--- src/sv/nsa_pkg.sv ---
// ----------------------------------------------------------------------------
// nsa_pkg
// Shared types and constants for the nearest-site lookup block: beat
// structs, register indexes, the site table geometry and scan tags.
// ----------------------------------------------------------------------------
`default_nettype none

package nsa_pkg;

	// site table geometry
	localparam int MAX_SITES  = 32;
	localparam int COORD_BITS = 12;
	localparam int ADDR_W     = $clog2(MAX_SITES);

	// field widths
	localparam int SLOT_W     = 5;
	localparam int INDEX_W    = 12;
	localparam int DIST_W     = 25;
	localparam int SQ_W       = 2 * COORD_BITS;
	localparam int MODE_W     = 2;
	localparam int COUNT_W    = 6;
	localparam int FRAME_W    = 13;
	localparam int CFG_IDX_W  = 2;
	localparam int CFG_DATA_W = 13;

	// register reset values
	localparam logic [MODE_W-1:0]  MODE_RST   = MODE_W'(2);
	localparam logic [COUNT_W-1:0] COUNT_RST  = COUNT_W'(20);
	localparam logic [FRAME_W-1:0] WIDTH_RST  = FRAME_W'(640);
	localparam logic [FRAME_W-1:0] HEIGHT_RST = FRAME_W'(480);

	// start modes; the unused code behaves as table mode
	typedef enum logic [MODE_W-1:0] {
		MODE_CENTER = 2'd0,
		MODE_BOTTOM = 2'd1,
		MODE_TABLE  = 2'd2,
		MODE_SPARE  = 2'd3
	} mode_e;

	// configuration register indexes
	typedef enum logic [CFG_IDX_W-1:0] {
		CFG_START_MODE   = 2'd0,
		CFG_SITE_COUNT   = 2'd1,
		CFG_FRAME_WIDTH  = 2'd2,
		CFG_FRAME_HEIGHT = 2'd3
	} cfg_reg_e;

	// input beat opcodes
	localparam logic FUNC_LOAD  = 1'b0;
	localparam logic FUNC_QUERY = 1'b1;

	typedef struct packed {
		logic                  func;
		logic [SLOT_W-1:0]     slot;
		logic [COORD_BITS-1:0] point_x;
		logic [COORD_BITS-1:0] point_y;
	} in_beat_t;

	typedef struct packed {
		logic [INDEX_W-1:0] nearest_index;
		logic [DIST_W-1:0]  distance;
	} out_beat_t;

	// tag that travels with one site through the distance pipeline
	typedef struct packed {
		logic              valid;
		logic              last;
		logic [ADDR_W-1:0] index;
	} scan_tag_t;

endpackage

`default_nettype wire

--- src/sv/nsa_dist.sv ---
// ----------------------------------------------------------------------------
// nsa_dist
// Squaring stage of the distance pipeline: absolute coordinate differences
// between the query point and one site, squared and registered per axis.
// ----------------------------------------------------------------------------
`default_nettype none

module nsa_dist (
	input  wire                              clk,
	input  wire                              arst_n,
	input  wire logic [nsa_pkg::COORD_BITS-1:0] point_x,
	input  wire logic [nsa_pkg::COORD_BITS-1:0] point_y,
	input  wire logic [nsa_pkg::COORD_BITS-1:0] site_x,
	input  wire logic [nsa_pkg::COORD_BITS-1:0] site_y,
	input  wire nsa_pkg::scan_tag_t          tag_s1,
	output nsa_pkg::scan_tag_t               tag_s2,
	output logic [nsa_pkg::SQ_W-1:0]         dx2_s2,
	output logic [nsa_pkg::SQ_W-1:0]         dy2_s2
);

	logic [nsa_pkg::COORD_BITS-1:0] dx;
	logic [nsa_pkg::COORD_BITS-1:0] dy;

	// absolute differences
	always_comb begin
		dx = (point_x > site_x) ? (point_x - site_x) : (site_x - point_x);
		dy = (point_y > site_y) ? (point_y - site_y) : (site_y - point_y);
	end

	// squares, one multiplier per axis
	always_ff @(posedge clk) begin
		dx2_s2 <= nsa_pkg::SQ_W'(dx) * nsa_pkg::SQ_W'(dx);
		dy2_s2 <= nsa_pkg::SQ_W'(dy) * nsa_pkg::SQ_W'(dy);
	end

	// tag follows the data
	always_ff @(posedge clk or negedge arst_n) begin
		if (!arst_n) begin
			tag_s2 <= '0;
		end else begin
			tag_s2 <= tag_s1;
		end
	end

endmodule

`default_nettype wire

--- src/sv/nearest_site_assign.sv ---
// ----------------------------------------------------------------------------
// nearest_site_assign
// Nearest-site lookup over a small table of sites held in a synchronous
// memory. Loads write one site; queries return the nearest site and its
// distance in center, bottom-row or table mode.
// ----------------------------------------------------------------------------
//
//  channel  direction  handshake           payload
//  in       input      in_valid/in_stall   in_data  (func, slot, point_x, point_y)
//  out      output     out_valid/out_stall out_data (nearest_index, distance)
//  cfg      input      cfg_write           cfg_index, cfg_data
//
//  load beat: written into the site memory at the accept edge
//  table query: one memory read per site, then the read register, the
//  squaring stage and the compare; center query: one site, the frame center
//  bottom query: no memory access
//  a new beat is taken while a finished result still waits on out_stall
//  reset restores control and the configuration registers; the site memory is not cleared
//
`default_nettype none

module nearest_site_assign (
	input  wire                                  clk,
	input  wire                                  arst_n,
	input  wire                                  in_valid,
	output logic                                 in_stall,
	input  wire nsa_pkg::in_beat_t               in_data,
	output logic                                 out_valid,
	input  wire                                  out_stall,
	output nsa_pkg::out_beat_t                   out_data,
	input  wire                                  cfg_write,
	input  wire logic [nsa_pkg::CFG_IDX_W-1:0]   cfg_index,
	input  wire logic [nsa_pkg::CFG_DATA_W-1:0]  cfg_data
);

	typedef enum logic [3:0] {
		ST_IDLE  = 4'b0001,
		ST_SCAN  = 4'b0010,
		ST_DRAIN = 4'b0100,
		ST_DONE  = 4'b1000
	} state_t;

	state_t state_q, state_d;

	// configuration registers
	logic [nsa_pkg::MODE_W-1:0]  start_mode_q;
	logic [nsa_pkg::COUNT_W-1:0] site_count_q;
	logic [nsa_pkg::FRAME_W-1:0] frame_width_q;
	logic [nsa_pkg::FRAME_W-1:0] frame_height_q;

	// query context
	logic [nsa_pkg::COORD_BITS-1:0] point_x_q;
	logic [nsa_pkg::COORD_BITS-1:0] point_y_q;
	logic                           center_q;
	logic [nsa_pkg::ADDR_W-1:0]     scan_idx_q;
	logic [nsa_pkg::ADDR_W-1:0]     last_q;
	logic [nsa_pkg::ADDR_W-1:0]     last_d;

	// best candidate so far
	logic [nsa_pkg::INDEX_W-1:0] best_idx_q;
	logic [nsa_pkg::DIST_W-1:0]  best_dist_q;

	// site memory and pipeline
	logic [2*nsa_pkg::COORD_BITS-1:0] site_mem [nsa_pkg::MAX_SITES];
	logic [2*nsa_pkg::COORD_BITS-1:0] rd_data_s1;
	nsa_pkg::scan_tag_t               issue_tag;
	nsa_pkg::scan_tag_t               tag_s1;
	nsa_pkg::scan_tag_t               tag_s2;
	logic [nsa_pkg::COORD_BITS-1:0]   site_x_s1;
	logic [nsa_pkg::COORD_BITS-1:0]   site_y_s1;
	logic [nsa_pkg::SQ_W-1:0]         dx2_s2;
	logic [nsa_pkg::SQ_W-1:0]         dy2_s2;
	logic [nsa_pkg::DIST_W-1:0]       dist_s2;

	// output register
	nsa_pkg::out_beat_t out_q;
	logic               out_valid_q;

	logic in_fire;
	logic out_fire;
	logic load_fire;
	logic query_fire;
	logic is_bottom;
	logic is_center;
	logic [nsa_pkg::FRAME_W-1:0] bottom_dist;
	logic [nsa_pkg::COORD_BITS-1:0] center_x;
	logic [nsa_pkg::COORD_BITS-1:0] center_y;

	// handshakes
	assign in_stall   = (state_q != ST_IDLE);
	assign in_fire    = in_valid && !in_stall;
	assign load_fire  = in_fire && (in_data.func == nsa_pkg::FUNC_LOAD);
	assign query_fire = in_fire && (in_data.func == nsa_pkg::FUNC_QUERY);
	assign out_valid  = out_valid_q;
	assign out_data   = out_q;
	assign out_fire   = out_valid_q && !out_stall;

	assign is_bottom = (start_mode_q == nsa_pkg::MODE_BOTTOM);
	assign is_center = (start_mode_q == nsa_pkg::MODE_CENTER);
	assign center_x  = nsa_pkg::COORD_BITS'(frame_width_q >> 1);
	assign center_y  = nsa_pkg::COORD_BITS'(frame_height_q >> 1);

	// configuration writes
	always_ff @(posedge clk or negedge arst_n) begin
		if (!arst_n) begin
			start_mode_q   <= nsa_pkg::MODE_RST;
			site_count_q   <= nsa_pkg::COUNT_RST;
			frame_width_q  <= nsa_pkg::WIDTH_RST;
			frame_height_q <= nsa_pkg::HEIGHT_RST;
		end else if (cfg_write) begin
			unique case (nsa_pkg::cfg_reg_e'(cfg_index))
				nsa_pkg::CFG_START_MODE:   start_mode_q   <= nsa_pkg::MODE_W'(cfg_data);
				nsa_pkg::CFG_SITE_COUNT:   site_count_q   <= nsa_pkg::COUNT_W'(cfg_data);
				nsa_pkg::CFG_FRAME_WIDTH:  frame_width_q  <= cfg_data;
				nsa_pkg::CFG_FRAME_HEIGHT: frame_height_q <= cfg_data;
				default: ;
			endcase
		end
	end

	// last scanned entry: center mode and zero count scan one site, large counts saturate
	always_comb begin
		if (is_center || site_count_q == '0) begin
			last_d = '0;
		end else if (int'(site_count_q) > nsa_pkg::MAX_SITES) begin
			last_d = nsa_pkg::ADDR_W'(nsa_pkg::MAX_SITES - 1);
		end else begin
			last_d = nsa_pkg::ADDR_W'(site_count_q - 1'b1);
		end
	end

	// bottom mode distance, saturating at zero below the frame
	always_comb begin
		if ({1'b0, in_data.point_y} < frame_height_q) begin
			bottom_dist = frame_height_q - 1'b1 - {1'b0, in_data.point_y};
		end else begin
			bottom_dist = '0;
		end
	end

	// site memory: loads only in idle; reads are unconditional, but only scan reads carry a valid tag
	always_ff @(posedge clk) begin
		if (load_fire && (int'(in_data.slot) < nsa_pkg::MAX_SITES)) begin
			site_mem[nsa_pkg::ADDR_W'(in_data.slot)] <= {in_data.point_x, in_data.point_y};
		end
		rd_data_s1 <= site_mem[scan_idx_q];
	end

	// read issue tag
	always_comb begin
		issue_tag.valid = (state_q == ST_SCAN);
		issue_tag.last  = (scan_idx_q == last_q);
		issue_tag.index = scan_idx_q;
	end

	always_ff @(posedge clk or negedge arst_n) begin
		if (!arst_n) begin
			tag_s1 <= '0;
		end else begin
			tag_s1 <= issue_tag;
		end
	end

	// center mode replaces the table entry with the frame center
	assign site_x_s1 = center_q ? center_x : rd_data_s1[2*nsa_pkg::COORD_BITS-1:nsa_pkg::COORD_BITS];
	assign site_y_s1 = center_q ? center_y : rd_data_s1[nsa_pkg::COORD_BITS-1:0];

	nsa_dist u_dist (
		.clk     (clk),
		.arst_n  (arst_n),
		.point_x (point_x_q),
		.point_y (point_y_q),
		.site_x  (site_x_s1),
		.site_y  (site_y_s1),
		.tag_s1  (tag_s1),
		.tag_s2  (tag_s2),
		.dx2_s2  (dx2_s2),
		.dy2_s2  (dy2_s2)
	);

	assign dist_s2 = nsa_pkg::DIST_W'(dx2_s2) + nsa_pkg::DIST_W'(dy2_s2);

	// next state
	always_comb begin
		state_d = state_q;
		unique case (state_q)
			ST_IDLE: begin
				if (query_fire) begin
					state_d = is_bottom ? ST_DONE : ST_SCAN;
				end
			end
			ST_SCAN: begin
				if (scan_idx_q == last_q) begin
					state_d = ST_DRAIN;
				end
			end
			ST_DRAIN: begin
				if (tag_s2.valid && tag_s2.last) begin
					state_d = ST_DONE;
				end
			end
			ST_DONE: begin
				if (!out_valid_q || !out_stall) begin
					state_d = ST_IDLE;
				end
			end
			default: state_d = ST_IDLE;
		endcase
	end

	// control registers
	always_ff @(posedge clk or negedge arst_n) begin
		if (!arst_n) begin
			state_q    <= ST_IDLE;
			scan_idx_q <= '0;
			last_q     <= '0;
			center_q   <= 1'b0;
		end else begin
			state_q <= state_d;
			if (query_fire) begin
				scan_idx_q <= '0;
				last_q     <= last_d;
				center_q   <= is_center;
			end else if (state_q == ST_SCAN && scan_idx_q != last_q) begin
				scan_idx_q <= scan_idx_q + 1'b1;
			end
		end
	end

	// query point
	always_ff @(posedge clk) begin
		if (query_fire) begin
			point_x_q <= in_data.point_x;
			point_y_q <= in_data.point_y;
		end
	end

	// running minimum; strict less-than keeps the lowest index on ties
	always_ff @(posedge clk) begin
		if (query_fire && is_bottom) begin
			best_idx_q  <= nsa_pkg::INDEX_W'(in_data.point_x);
			best_dist_q <= nsa_pkg::DIST_W'(bottom_dist);
		end else if (tag_s2.valid && (tag_s2.index == '0 || dist_s2 < best_dist_q)) begin
			best_idx_q  <= nsa_pkg::INDEX_W'(tag_s2.index);
			best_dist_q <= dist_s2;
		end
	end

	// output register
	always_ff @(posedge clk or negedge arst_n) begin
		if (!arst_n) begin
			out_valid_q <= 1'b0;
		end else if (state_q == ST_DONE && (!out_valid_q || !out_stall)) begin
			out_valid_q <= 1'b1;
		end else if (out_fire) begin
			out_valid_q <= 1'b0;
		end
	end

	always_ff @(posedge clk) begin
		if (state_q == ST_DONE && (!out_valid_q || !out_stall)) begin
			out_q.nearest_index <= best_idx_q;
			out_q.distance      <= best_dist_q;
		end
	end

	// scan pipeline only carries sites while a query is in flight
	assert property (@(posedge clk) disable iff (!arst_n)
		tag_s2.valid |-> (state_q == ST_SCAN || state_q == ST_DRAIN))
		else $error("distance pipeline busy outside a scan");

	// read address never runs past the last entry of the scan
	assert property (@(posedge clk) disable iff (!arst_n)
		(state_q == ST_SCAN) |-> (scan_idx_q <= last_q))
		else $error("scan index beyond last entry");

	// a result appears only out of the done state
	assert property (@(posedge clk) disable iff (!arst_n)
		$rose(out_valid_q) |-> ($past(state_q) == ST_DONE))
		else $error("result raised outside done state");

	// the drain state is left only for the done state
	assert property (@(posedge clk) disable iff (!arst_n)
		(state_q == ST_DRAIN) |=> (state_q == ST_DRAIN || state_q == ST_DONE))
		else $error("drain left without finishing");

endmodule

`default_nettype wire
--- config.mk ---
export PLATFORM = sky130hd
export DESIGN_NAME = nearest_site_assign
export DESIGN_NICKNAME = d
export VERILOG_FILES = /design/src/sv/nsa_pkg.sv /design/src/sv/nsa_dist.sv /design/src/sv/nearest_site_assign.sv
export SDC_FILE = /design/constraint.sdc
export NUM_CORES = 2
export LEC_CHECK = 0
export ABC_AREA = 0
export BUFFER_PORTS_ARGS = -buffer_cell sky130_fd_sc_hd__clkbuf_2
export CORE_AREA = 10 10 301 303
export CTS_BUF_LIST = sky130_fd_sc_hd__clkbuf_2 sky130_fd_sc_hd__clkbuf_4 sky130_fd_sc_hd__clkbuf_8
export DETAILED_ROUTE_END_ITERATION = 10
export DIE_AREA = 0 0 311 313
export PLACE_DENSITY = 0.73
export SLEW_MARGIN = 20
export SYNTH_ARGS = -nofsm -noshare
export SYNTH_HDL_FRONTEND = slang
export SYNTH_SLANG_ARGS = --single-unit
--- constraint.sdc ---
create_clock -name clk -period 13.6 [get_ports clk]
set_clock_uncertainty 0.1 [all_clocks]
set_input_delay 2.72 -clock clk [delete_from_list [all_inputs] [get_ports clk]]
set_output_delay 2.72 -clock clk [all_outputs]
set_load 0.01 [all_outputs]
Word level (Yosys, flattened, before mapping). Memory sizes are Yosys's and may differ from the RTL's. A register that Yosys moved wholly into a read port is not among the register bits. Index checks and enable logic that the tools add are counted.

$add $sub $neg: 9. Multiply operators: 2. Div/mod/pow operators: 0. Order comparisons: 5. Eq/ne operators: 15. Shift-type cells: 0. Muxes and demuxes: 23. Bitwise gates (word level): 1. Reductions and logical operators: 27.

Operator list (number): $mux W12 (6); $mul A12 B12 Y24 (2); $sub A12 B12 Y12 (4); $mux W13 (3); $add A24 B24 Y25 (1); $lt A25 B25 Y1 (1); $gt A12 B12 Y1 (2); $mux W4 (5); $mux W5 (4); $pmux W4 S4 (1); $lt A12 B13 Y1 (1); $sub A13 B1 Y13 const B (1); $sub A13 B12 Y13 (1); $logic_and A1 B1 Y1 (9); $reduce_and A2 Y1 (4); $gt A6 B6 Y1 const B (1); $logic_not A6 Y1 (1); $ne A2 B2 Y1 const B (3); $reduce_bool A2 Y1 (3); $add A5 B1 Y5 const B (1); $eq A5 B5 Y1 (1); $logic_not A5 Y1 (1); $ne A5 B5 Y1 (1); $sub A5 B1 Y5 const B (1); 14 further kinds (24).

Flip-flop bits (word level): 210. Latch bits: 0. RAM bits: 768. ROM bits: 0. Input port bits: 50. Output and inout bits: 39. Word-level logic and storage cells: 107. Memories kept: 1.

Memory list: site_mem (depth 32, width 24, rd ports 1, clocked after memory_dff 1, write ports 1, line nearest_site_assign.sv:64) `logic [2*nsa_pkg::COORD_BITS-1:0] site_mem [nsa_pkg::MAX_SITES];`.

Depth between registers and ports, before layout.
Depth after elaboration: 6. Mapped depth: 37. Mapped depth without buffers: 34.

By module. A second synthesis with hierarchy kept.

Cell total of the unflattened synthesis: 3192. Area, all modules: 49279.8 um^2.

Modules (own cells, without submodules): nearest_site_assign (times used 1, cells each 1922, area each 38288.0 um^2, seq. area each 27779.1 um^2); nsa_dist (times used 1, cells each 1270, area each 10991.8 um^2, seq. area each 1096.1 um^2).

Worst setup path after synthesis. OpenSTA, ideal clock, no wires.

Path type: register to register. From: register center_q. To: register u_dist.dx2_s2[23] in the netlist's numbering. Arrival time: 8.204 ns. Data required time: 13.364 ns. Slack: 5.160 ns. Stages on the path, launching flop included: 36. Period minus slack after synthesis: 8.440 ns. Cells stage by stage: dfrtp_1 clkbuf_1 clkbuf_1 mux2i_1 inv_1 ha_1 inv_1 fa_1 a21o_1 a21o_1 a221oi_2 o22ai_4 mux2i_1 o311a_1 o21ai_2 xor2_2 inv_2 or2_1 fa_1 inv_1 ha_1 a21oi_1 fa_1 inv_1 fa_1 inv_1 fa_1 inv_1 ha_1 and3_1 nand3_1 a311oi_1 a41o_1 nor4_1 o41ai_1 xor2_1.

Longest elaborated chain between the ends: 4. Elaborated cells on any way between the ends: 6. Classes of those cells: add/sub: 2; mul: 1; order compare: 1; mux: 2.

RTL lines: start: declaration (line nearest_site_assign.sv:54) `logic center_q;`; start signal: assignment (line nearest_site_assign.sv:223) `center_q <= is_center;`; $mux W12 (*) (line nearest_site_assign.sv:165) `assign site_x_s1 = center_q ? center_x : rd_data_s1[2*nsa_pkg::COORD_BITS-1:nsa_pkg::COORD_BITS];`; $sub A12 B12 Y12 or $gt A12 B12 Y1 (tied branches) (line nsa_dist.sv:26) `dx = (point_x > site_x) ? (point_x - site_x) : (site_x - point_x);`; $mux W12 (*) (line nsa_dist.sv:26); $mul A12 B12 Y24 (*) (line nsa_dist.sv:32) `dx2_s2 <= nsa_pkg::SQ_W'(dx) * nsa_pkg::SQ_W'(dx);`; end signal: assignment (line nsa_dist.sv:32); end: declaration (line nsa_dist.sv:17) `output logic [nsa_pkg::SQ_W-1:0] dx2_s2,`.

Mark *: on every way between the ends. The rest lies on a longest branch, timed or not. A chain may end at the register's enable or synchronous reset.

Worst setup path in the final report. Ends and elaborated chain as after synthesis.

==> parameters.txt <==
Parameter                              Value

Layout
  Highest-count cells in the layout ignoring fill and taps    edfxtp_1, inv_1, mux4_2, ha_1, nor2_1
  Commonest non-fill, non-tap cell in the layout    edfxtp_1
  Nets    3731
  Synth-to-layout area growth    10.86%
  Fraction of layout instances using a drive strength above 1    0.2332
  Filler-free cell count of the finished design    4559
  Share of the core filled with cells in the final layout    0.6350

Logic synthesis
  Top_reg_cell synth    edfxtp_1
  Proportion of netlist area held by the largest area contributor    0.5292
  Dominant combinational cell family by area after synthesis    multiplexers
  Synthesized Nets    3530
  Biggest area contributors in the synthesized netlist    edfxtp_1, mux4_2, fa_1, ha_1, dfxtp_1
  Xor and xnor area share after synthesis    0.01838
  Basic-gate share of the synthesized area counting and, or, nand and nor cells    0.04869
  Multiplexer area fraction after synthesis    0.1351
  Ys Warns    0
  Count of flip-flops with a built-in enable after synthesis    854
  Leading area contributor after synthesis    edfxtp_1
  Average size of a mapped cell    15.72 um2
  Adder and majority gate portion of the synthesized area    0.1274
  Cell variety after synth    77
  Share of synthesized registers carrying an async set or reset    0.06306
  Sequential share of the synthesized area    0.5958
  Instance count of the mapped netlist    3083
  Number of register bits inferred by synthesis    999
  Post-synthesis cell area    0.04846 mm2
  Complex-gate fraction of the synthesized area    0.03811

Clocking
  Number of buffers created by CTS    158
  Count of clock tree sinks    999
  Total of hold buffers inserted after clock tree synthesis    0
  Clock slew at the register clock pins of the worst setup and hold paths    0.06 ns
  Number of gates resized after cts    0
  CTS tree    built
  Setup Fix Bufs, Post-CTS    0
  Cell at the root of the clock tree    clkbuf_8
  Maximum clock insertion buffer count    3
  Later-pin clock latency in the skew report    0.83 ns
  Htree depth    4

Global routing
  Largest net degree at the start of global routing    116
  Antenna violations before repair    14
  Number of global-route vias before repair    28330
  First-pass GRT wire length    177300 um
  GRT Total Usage    0.2425
  Total grt overflow    0

Critical path
  Highest net fanout along the worst path    18
  Depth of the worst register-to-register path    29
  Category of the most critical setup path    register to register
  Launch instance of the worst register-to-register path    center_q
  Worst Setup End Kind    register
  Reg2reg end    u_dist.dx2_s2[23]
  CP Capture Point    u_dist.dx2_s2[23]
  CP max stage delay    0.89 ns
  Kind of start point of the critical path    register
  Worst setup path startpoint    center_q
  Slowest stage cell on the critical path    xnor2_1
  Setup slack on the worst flop-to-flop path    4.03 ns
  Cell occurring most often along the worst timing path    fa_1
  Required time of the critical path    14.20 ns
  Worst EP arrival    10.17 ns

Route
  Starting DRT DRC Count    2630
  Number of optimization iterations in the first detailed-route pass    5
  Routed length on met1    46950 um
  Routed Antenna Nets    0
  Met3 wire length    8698 um
  Top Layer Used    met5
  Routed via count    27060
  DRT Wirelength    117300 um
  Number of remaining DRC errors    0
  Vias per std cell    5.936
  Routed wirelength normalized by instance count    25.72 um
  Met2 WL post-DR    58630 um

Floorplanning
  Die area    0.09734 mm2
  Site Rows    107
  Placeable core region    0.08461 mm2
  Top-level I/O count    89
  Die height    313 um
  Die span in x    311 um
  Initial standard-cell utilization of the core    0.5728

STA
  Total count of hold-check failures in the final report    0
  Finish-stage setup viols    0
  Portion of the clock cycle consumed by the worst path in the final layout    0.7040
  Time the final worst path needs with I/O delays and setup    9.574 ns
  Final total negative setup slack    0 ns
  Slew @ Worst Pin    1.129 ns
  RSZ-0062 raised after global routing    no
  Slew Viols, Final    0
  Slew margin rel.    0.2421
  Achievable Freq    104.4 MHz

Placement
  Port-buffer cells    88
  Placer Congestion    0.8818
  Placed insts    4268
  Half-perimeter wire length after placement    77010 um

Min path
  Min-delay worst type    register to register

Run status
  Outcome    finished clean

Job
  Max-Cap Viols    0
metrics by stage:
stage	cell area [um2]	worst slack (ns)	hold WS, ns
floorplan	48460	5.160	0.2312
global placement	50500	4.313	0.2342
detailed placement	50510	4.084	0.2347
CTS	53710	4.097	0.2437
global route	53720	3.458	0.2420
finish	53730	4.026	0.2403
cell usage after synthesis (4+ instances only):
cell type / n
a211oi_1: 13
a21boi_0: 5
a21o_1: 31
a21oi_1: 85
a22o_1: 5
a31oi_1: 8
and2_1: 6
and3_1: 19
buf_1: 19
buf_2: 14
clkbuf_1: 75
dfrtp_1: 53
dfstp_2: 10
dfxtp_1: 82
edfxtp_1: 854
fa_1: 161
ha_1: 236
inv_1: 356
mux2_2: 61
mux2i_1: 44
mux4_2: 240
nand2_1: 88
nand2b_1: 27
nand3_1: 14
nand3b_1: 8
nand4_1: 15
nor2_1: 201
nor2b_1: 23
nor3_1: 34
nor3b_1: 6
o21a_1: 18
o21ai_0: 47
o21bai_1: 14
o31ai_1: 13
o41ai_1: 4
or2_2: 22
or3_1: 13
xnor2_1: 70
xor2_1: 28
how the worst min path moves through the flow:
stage	startpoint	to	slack, ns	cells past startpoint
finish	tag_s1[0]	u_dist.tag_s2[0]	0.24	0
global route	tag_s1[0]	u_dist.tag_s2[0]	0.24	0
CTS	tag_s1[0]	u_dist.tag_s2[0]	0.24	0
detailed placement	tag_s1[5]	u_dist.tag_s2[5]	0.23	0
global placement	tag_s1[5]	u_dist.tag_s2[5]	0.23	0
floorplan	tag_s1[0]	u_dist.tag_s2[0]	0.23	0
kinds of logic (layout without fill, tap and decap cells):
| group | Yosys count | after routing |
|---|---|---|
| and+or+nand+nor | 494 | 494 |
| xor gates and xnor gates | 100 | 100 |
| other | 0 | 6 |
| adders and majority gates | 397 | 397 |
| AOI/OAI and AO/OA | 281 | 281 |
| muxes | 346 | 346 |
| buffers and inverters | 466 | 792 |
| DFF | 999 | 999 |
registers in the layout (all words and copies together) (netlist names), 7 cells and up:
| register | count |
|---|---|
| site_mem | 768 |
| out_data | 37 |
| best_dist_q | 25 |
| rd_data_s1 | 24 |
| u_dist.dx2_s2 | 23 |
| u_dist.dy2_s2 | 23 |
| frame_height_q | 13 |
| best_idx_q | 12 |
| frame_width_q | 12 |
| point_x_q | 12 |
| point_y_q | 12 |
| tag_s1 | 7 |
| u_dist.tag_s2 | 7 |
critical path, delay by kind of cell (launching register included):
family / cells / cell delay (ns)
flip-flops: 1 / 0.80
XOR/XNOR: 2 / 1.00
multiplexers: 2 / 0.49
buffers and inverters: 5 / 0.63
AO/OA/AOI/OAI: 8 / 2.28
adder cells (fa/ha/maj): 8 / 3.54
AND/OR/NAND/NOR: 4 / 0.62
layer usage:
metal  GRT usage  vias up
met5           0        -
met4     0.07706        8
met3     0.04462      197
met2      0.4067     1087
met1      0.3211    13960
li1            -    11820
cell type report:
type | count | area (um2)
Antenna cell | 6 | 15.01
Tap cell | 1144 | 1431
Clock buffer | 219 | 2695
Timing Repair Buffer | 149 | 914.6
Fill cell | 6011 | 30880
Multi-Input combinational cell | 1618 | 17930
Inverter | 358 | 1344
Sequential cell | 999 | 28890
Clock inverter | 66 | 509.2
Power is left out: the tool's default activity adds up to more than one toggle a clock period on the data nets, which glitch-free logic cannot reach.
